## src/design/assert_macros.svh

```systemverilog
// Assertion macros used by the allocator top level.
`ifndef ASSERT_MACROS_SVH
`define ASSERT_MACROS_SVH

// check a property on every rising clock edge outside reset
`define ASSERT_CLK(name, clk, rst, prop, msg) \
   name: assert property (@(posedge clk) disable iff (rst) (prop)) else $error(msg);

// check that a condition never holds outside reset
`define ASSERT_NEVER(name, clk, rst, cond, msg) \
   name: assert property (@(posedge clk) disable iff (rst) !(cond)) else $error(msg);

`endif

```

## src/design/bbf_pkg.sv

```systemverilog
// Shared types and constants of the bump and best fit allocator.
package bbf_pkg;

   localparam int LIVE_ENTRIES  = 64;
   localparam int SPARE_ENTRIES = 64;
   localparam logic [31:0] MIN_HEAP = 32'd4096;

   localparam int MAX_ENTRIES = (LIVE_ENTRIES > SPARE_ENTRIES) ? LIVE_ENTRIES : SPARE_ENTRIES;
   localparam int IDX_W       = (MAX_ENTRIES > 1) ? $clog2(MAX_ENTRIES) : 1;
   localparam int CNT_W       = $clog2(MAX_ENTRIES + 1);

   localparam logic [2:0] ST_OK        = 3'd0;
   localparam logic [2:0] ST_ZERO_SIZE = 3'd1;
   localparam logic [2:0] ST_NO_MEMORY = 3'd2;
   localparam logic [2:0] ST_UNKNOWN   = 3'd3;
   localparam logic [2:0] ST_FULL      = 3'd4;

   localparam logic MODE_ALLOC = 1'b0;
   localparam logic MODE_FREE  = 1'b1;

   localparam logic CSR_INITIAL_SIZE = 1'b0;
   localparam logic CSR_MAX_SIZE     = 1'b1;

   typedef struct packed {
      logic [31:0]      key;
      logic [IDX_W-1:0] idx;
      logic             hit;
      logic [IDX_W-1:0] hit_idx;
      logic [31:0]      hit_len;
      logic             best;
      logic [IDX_W-1:0] best_idx;
      logic [31:0]      best_len;
      logic [31:0]      best_start;
      logic             free;
      logic [IDX_W-1:0] free_idx;
   } scan_type;

   typedef struct packed {
      logic        wr;
      logic        clr;
      logic [31:0] start;
      logic [31:0] len;
   } cell_wr_type;

endpackage

```

## src/design/bbf_cell.sv

```systemverilog
// One table entry with its stage of the search chain.
module bbf_cell import bbf_pkg::*; (
   input  logic        clock,
   input  logic        reset,
   input  cell_wr_type wr,
   input  scan_type    pkt_in,
   output scan_type    pkt_out
);

   logic        valid_ff;
   logic [31:0] start_ff;
   logic [31:0] len_ff;
   scan_type    pkt_ff;
   scan_type    pkt_in_c;
   logic        fit;
   logic        better;

   always_comb begin
      pkt_in_c = pkt_in;
      fit    = valid_ff && (len_ff >= pkt_in.key);
      better = !pkt_in.best || (len_ff < pkt_in.best_len) ||
               ((len_ff == pkt_in.best_len) && (start_ff < pkt_in.best_start));
      pkt_in_c.idx = pkt_in.idx + IDX_W'(1);
      if (valid_ff && !pkt_in.hit && (start_ff == pkt_in.key)) begin
         pkt_in_c.hit     = 1'b1;
         pkt_in_c.hit_idx = pkt_in.idx;
         pkt_in_c.hit_len = len_ff;
      end
      if (fit && better) begin
         pkt_in_c.best       = 1'b1;
         pkt_in_c.best_idx   = pkt_in.idx;
         pkt_in_c.best_len   = len_ff;
         pkt_in_c.best_start = start_ff;
      end
      if (!valid_ff && !pkt_in.free) begin
         pkt_in_c.free     = 1'b1;
         pkt_in_c.free_idx = pkt_in.idx;
      end
   end

   always_ff @(posedge clock) begin
      if (reset) begin
         valid_ff <= 1'b0;
      end else if (wr.wr) begin
         valid_ff <= 1'b1;
      end else if (wr.clr) begin
         valid_ff <= 1'b0;
      end
   end

   always_ff @(posedge clock) begin
      if (wr.wr) begin
         start_ff <= wr.start;
         len_ff   <= wr.len;
      end
      pkt_ff <= pkt_in_c;
   end

   assign pkt_out = pkt_ff;

endmodule
```

## config.mk

```make
export PLATFORM = sky130hd
export DESIGN_NAME = bbf_cell
export DESIGN_NICKNAME = d
export VERILOG_FILES = /design/src/design/assert_macros.svh /design/src/design/bbf_pkg.sv /design/src/design/bbf_cell.sv
export SDC_FILE = /design/constraint.sdc
export NUM_CORES = 1
export LEC_CHECK = 0
export ABC_CLOCK_PERIOD_IN_PS = 2400
export BUFFER_PORTS_ARGS = -buffer_cell sky130_fd_sc_hd__buf_2
export CORE_MARGIN = 4
export CORE_UTILIZATION = 45
export CTS_CLUSTER_SIZE = 28
export DETAILED_ROUTE_END_ITERATION = 16
export GPL_TIMING_DRIVEN = 1
export MAX_ROUTING_LAYER = met4
export PLACE_DENSITY = 0.72
export SLEW_MARGIN = 20
export SYNTH_ARGS = -nofsm -noshare
export SYNTH_HDL_FRONTEND = slang
export SYNTH_SLANG_ARGS = --single-unit
```

## constraint.sdc

```tcl
create_clock -name clock -period 2.4 [get_ports clock]
set_input_delay 0.36 -clock clock [delete_from_list [all_inputs] [get_ports clock]]
set_output_delay 0.36 -clock clock [all_outputs]
set_load 0.05 [all_outputs]
```

# --- Word level (Yosys, flattened, before mapping) ---
# Index checks and enable logic that the tools add are counted.
totals:
  memories: 0
  ff_bits: 220
  output_inout_bits: 155
  ramBits: 0
  wordCells: 38
  inputBits: 223
  latch_bits: 0
  rom_bits: 0
op_classes:
  n_reduce_logical: 13
  n_div: 0
  order_cmp: 3
  n_addsub: 1
  n_eq_ne: 2
  mux: 5
  n_shift: 0
  n_mul: 0
  n_bitwise: 0
ops:
  columns: ["cell", "n"]
  rows:
  - ["2-to-1 mux 70 bit", 1]
  - ["equality test 32 bit", 2]
  - ["less-than comparator 32 bit", 2]
  - ["2-to-1 mux 38 bit", 1]
  - ["greater-or-equal comparator 32 bit", 1]
  - ["adder 6 x 1 -> 6 bit, second input constant", 1]
  - ["logical AND 1 bit", 6]
  - ["2-to-1 mux 6 bit", 1]
  - ["zero test 1 bit", 4]
  - ["logical OR 1 bit", 2]
  - ["2-to-1 mux 1 bit", 2]
  - ["nonzero test 2 bit", 1]

# --- Depth between registers and ports, before layout ---
logic_depth:
  depth_word: 5
  ltp_mapped: 11
  depth_no_buf: 9

# --- Worst setup path after synthesis ---
# OpenSTA, ideal clock, no wires.
synth_path:
  kind: "reg-to-reg"
  startpoint: "register len_ff[23]"
  endpoint: "register pkt_ff (netlist bit pkt_out[27])"
  n_path_buf: 2
  required_time_ns: 2.259
  arrival_time_ns: 2.461
  slack_ns: -0.202
  path_stages_with_launch: 11
  path_cell_list: "edfxtp_1 ha_1 a2111oi_2 o221ai_1 o311a_1 o31a_1 a211o_1 buf_6 buf_6 a32oi_1 o221ai_1"
synth_lines:
  columns: ["element", "line_no", "source"]
  rows:
  - ["from (decl)", "bbf_cell.sv:12", "logic [31:0] len_ff;"]
  - ["from (signal assigned)", "bbf_cell.sv:54", "len_ff <= wr.len;"]
  - ["to (signal assigned)", "bbf_cell.sv:56", "pkt_ff <= pkt_in_c;"]
  - ["to (decl)", "bbf_cell.sv:13", "scan_type pkt_ff;"]

==> run metrics <==
post-synthesis sequential area ratio=between 40% and 50%; RSZ-0062 raised after global routing=true; Finished Layout Cells=approximately 2,000; Net count, final=2,025; Starting Density=between 40% and 50%; Int Pwr=~8 mW; status=finished, violations left; #FFs+latches synth=between 200 and 250; initial detailed-routing violation count=approximately 1,300; Post-Syn Nets=~1,300; critical path class=reg2reg; Area Overhead vs Synth=72.7%; critical path, cell by cell=buf_4 > ha_4 > nand4_1 > and4bb_2 > o21ai_2 > nor3_2 > buf_4 > a31oi_4 > buf_12 > buf_16 > a32oi_1 > o221ai_1; warnings from Yosys=0; Slew Limit Fails=0; count of different cell masters after synthesis=between 40 and 50; clk_skew=between 9 and 10 ps; Reg-to-Reg End=pkt_out[31]$_DFF_P_; NetSw=about 4 mW; Filler Cell Count=between 1,000 and 1,500; min cycle time layout=2950 ps; Data required, critical path=about 2800 ps; WL/cell=25.3 um; Most common cell on crit path=buf_4; crit path launch=len_ff[27]$_DFFE_PP_; Slowest cell on crit path=edfxtp_1; initial antenna violation count=5; Post-synth ARST share=0%; worst-path maximum fanout=8; Hold Startpoint=wr[30]; logic gate share of total power=between 30 and 40%; hold path depth=1; CTS Buf Count=25; Slew headroom=53.9%; clock buffer depth=3; FF-to-FF Start=len_ff[27]$_DFFE_PP_; drt pass-1 iters=6; Sequential Area=a little over 5000 um2; Finished Core Util=between 70% and 80%; setup slack, reg-to-reg=-550 ps; Critical Path Max Stage Delay=460 ps; GPL Wtd Cong=0.902; Worst EP arrival=3350 ps; Top FF cell, synth=dfxtp_1; via count=between 10,000 and 15,000; die height=between 150 and 200 um; Cell Pwr Density=~660 nW/um2; Multi-input gate area=5820 um2; Via density=6.01; Endpoint, Worst Hold=len_ff[30]$_DFFE_PP_; antenna-violating nets left=0; Rows=55; Clock power frac=about a third; Final setup viols=roughly 100; clk_lat worst skew=540 ps; Period Utilization, post-route=123%; DP HPWL=29.7 mm; Seq pwr share=between 30% and 40%; die area=between 20,000 and 30,000 um2; Post-Syn Instances=roughly 1,000; final hold violations=0; number of synthesized flops with an enable pin=between 60 and 70; Reg clk slew, reported paths=~60 ps; H-Tree Depth=1; CTS root buffer=clkbuf_16; total congestion overflow=0; share of cells above drive strength 1=between 50% and 60%; largest net degree at the start of global routing=40; core footprint=between 20,000 and 25,000 um2; setup_tns=-32,380 ps; IO Port Bufs=377; most common cell after layout, fill and taps aside=buf_2; DRC=0; vias in the first global route=12,083; Global Route Usage Sum=about a third; chip width=around 160 um; mapped cell area=about 11,000 um2; final WL=51.6 mm; CTS tree=built; Pleak=about 8.4 nW; setup ws final=-554 ps; Syn Area/Cell=roughly 10 um2; CTS Sinks=220; most frequent cells in the layout=buf_2 (376), buf_4 (222), dfxtp_1 (156); switch share=about a third; endpoint class of the critical path=register; Max Cap Viol=0; Max Freq=between 300 and 400 MHz; first-pass GRT wire length=68.9 mm; r2r worst-path depth=12; failing checks=negative setup slack; Cell Count Post-Placement=between 1,500 and 2,000; I/O Pins=roughly 380; type of origin of the critical path=register; Worst Tran Pin Value=a little under 700 ps; worst hold path type=in2reg; Worst VDD drop=0.575 mV
==> worst max-delay path, delay by kind of cell, from the launching register on <==
family	cells	cell delay [ps]
simple gates	3	740
buf+inv	4	720
compound gates	4	630
flops	1	460
fa+ha+maj	1	260
==> worst max-delay path by stage <==
stage                                      to  depth (start not counted)
after CTS                 pkt_out[71]$_DFF_P_                         12
after detailed placement  pkt_out[62]$_DFF_P_                         12
after global placement    pkt_out[20]$_DFF_P_                         12
final                     pkt_out[31]$_DFF_P_                         12
after global routing      pkt_out[14]$_DFF_P_                         10
after floorplan           pkt_out[62]$_DFF_P_                         10
==> stage by stage <==
stage               hold WS [ps]  setup slack, ps  total power, mW  cell area [um2]
CTS                        0.459             -380             11.6            17200
finish                      10.5             -554             12.0            18300
detailed placement           538             -696             7.17            14400
floorplan                    388             -104             6.03            10700
global placement             537             -560             7.11            14400
global route                2.50             -607             12.4            18300
==> area by class of cell <==
class / instances / area share, %
Clock buffer: 32 / 4.08
Inverter: 107 / 2.20
Multi-Input combinational cell: 621 / 31.9
Sequential cell: 220 / 27.6
Antenna cell: 6 / 0.0822
Timing Repair Buffer: 731 / 31.2
Tap cell: 313 / 2.15
Clock inverter: 14 / 0.713
==> per-layer routing <==
layer  global-route usage [%]  vias up  wire [um]  part of all wire (%)
met5                        -        -          0                     0
met4                     15.2        0       3390                   6.6
met3                     6.35      264       5470                    11
met2                     58.6      971      24600                    48
met1                     41.7     5811      18200                    35
li1                         -     5233          -                     -
==> sequential cells by signal, indices dropped and copies added, names as in the netlist <==
name,flops
len_ff,32
pkt_out,155
start_ff,32
valid_ff,1
==> power groups by stage <==
stage | Clock [mW] | Sequential, mW | Combinational [mW]
after global placement | 0 | 4.38 | 2.73
after detailed placement | 0 | 4.38 | 2.79
after floorplan | 0 | 5.20 | 0.830
after global routing | 4.26 | 4.33 | 3.76
after CTS | 4.08 | 4.30 | 3.24
final | 4.09 | 4.31 | 3.61
==> what timing repair did <==
item / CTS / global route
hold buffers: 45 / 1
endpoints found under the setup margin: 110 / 109
pin swaps: 17 / 37
endpoints found under the hold margin: 45 / 1
gates cloned: 21 / 18
buffers inserted: 41 / 21
resized for setup: 127 / 105
==> cells in the mapped netlist (3+ instances only) <==
library cell	instances	area (um2)
mux2_2	44	495
xor2_1	30	263
and4_1	3	26.3
a21o_1	10	75.1
o21ai_0	10	50.1
dfxtp_1	156	3120
nor2_1	13	48.8
edfxtp_1	64	1920
o221ai_1	71	622
buf_6	6	67.6
nor4_1	9	56.3
nand3_1	16	80.1
a21oi_1	105	526
inv_1	107	402
a32oi_1	70	613
nor3_1	4	20.0
buf_2	17	85.1
clkbuf_1	41	154
ha_1	96	1200
xnor2_1	6	52.6
nand2_1	83	312
nand4_1	17	106
==> kinds of logic (layout without fill, tap and decap cells) <==
kind of cell | after synthesis | count (layout) | synth area share [%]
muxes | 44 | 44 | 4.69
AOI/OAI and AO/OA | 287 | 288 | 19.6
xor gates and xnor gates | 36 | 36 | 2.98
adders and majority gates | 96 | 96 | 11.4
DFF | 220 | 220 | 47.7
and+or+nand+nor | 157 | 157 | 6.95
buffers and inverters | 171 | 884 | 6.70
other | 0 | 6 | 0
No activity file was read; power rests on OpenSTA's default activity.
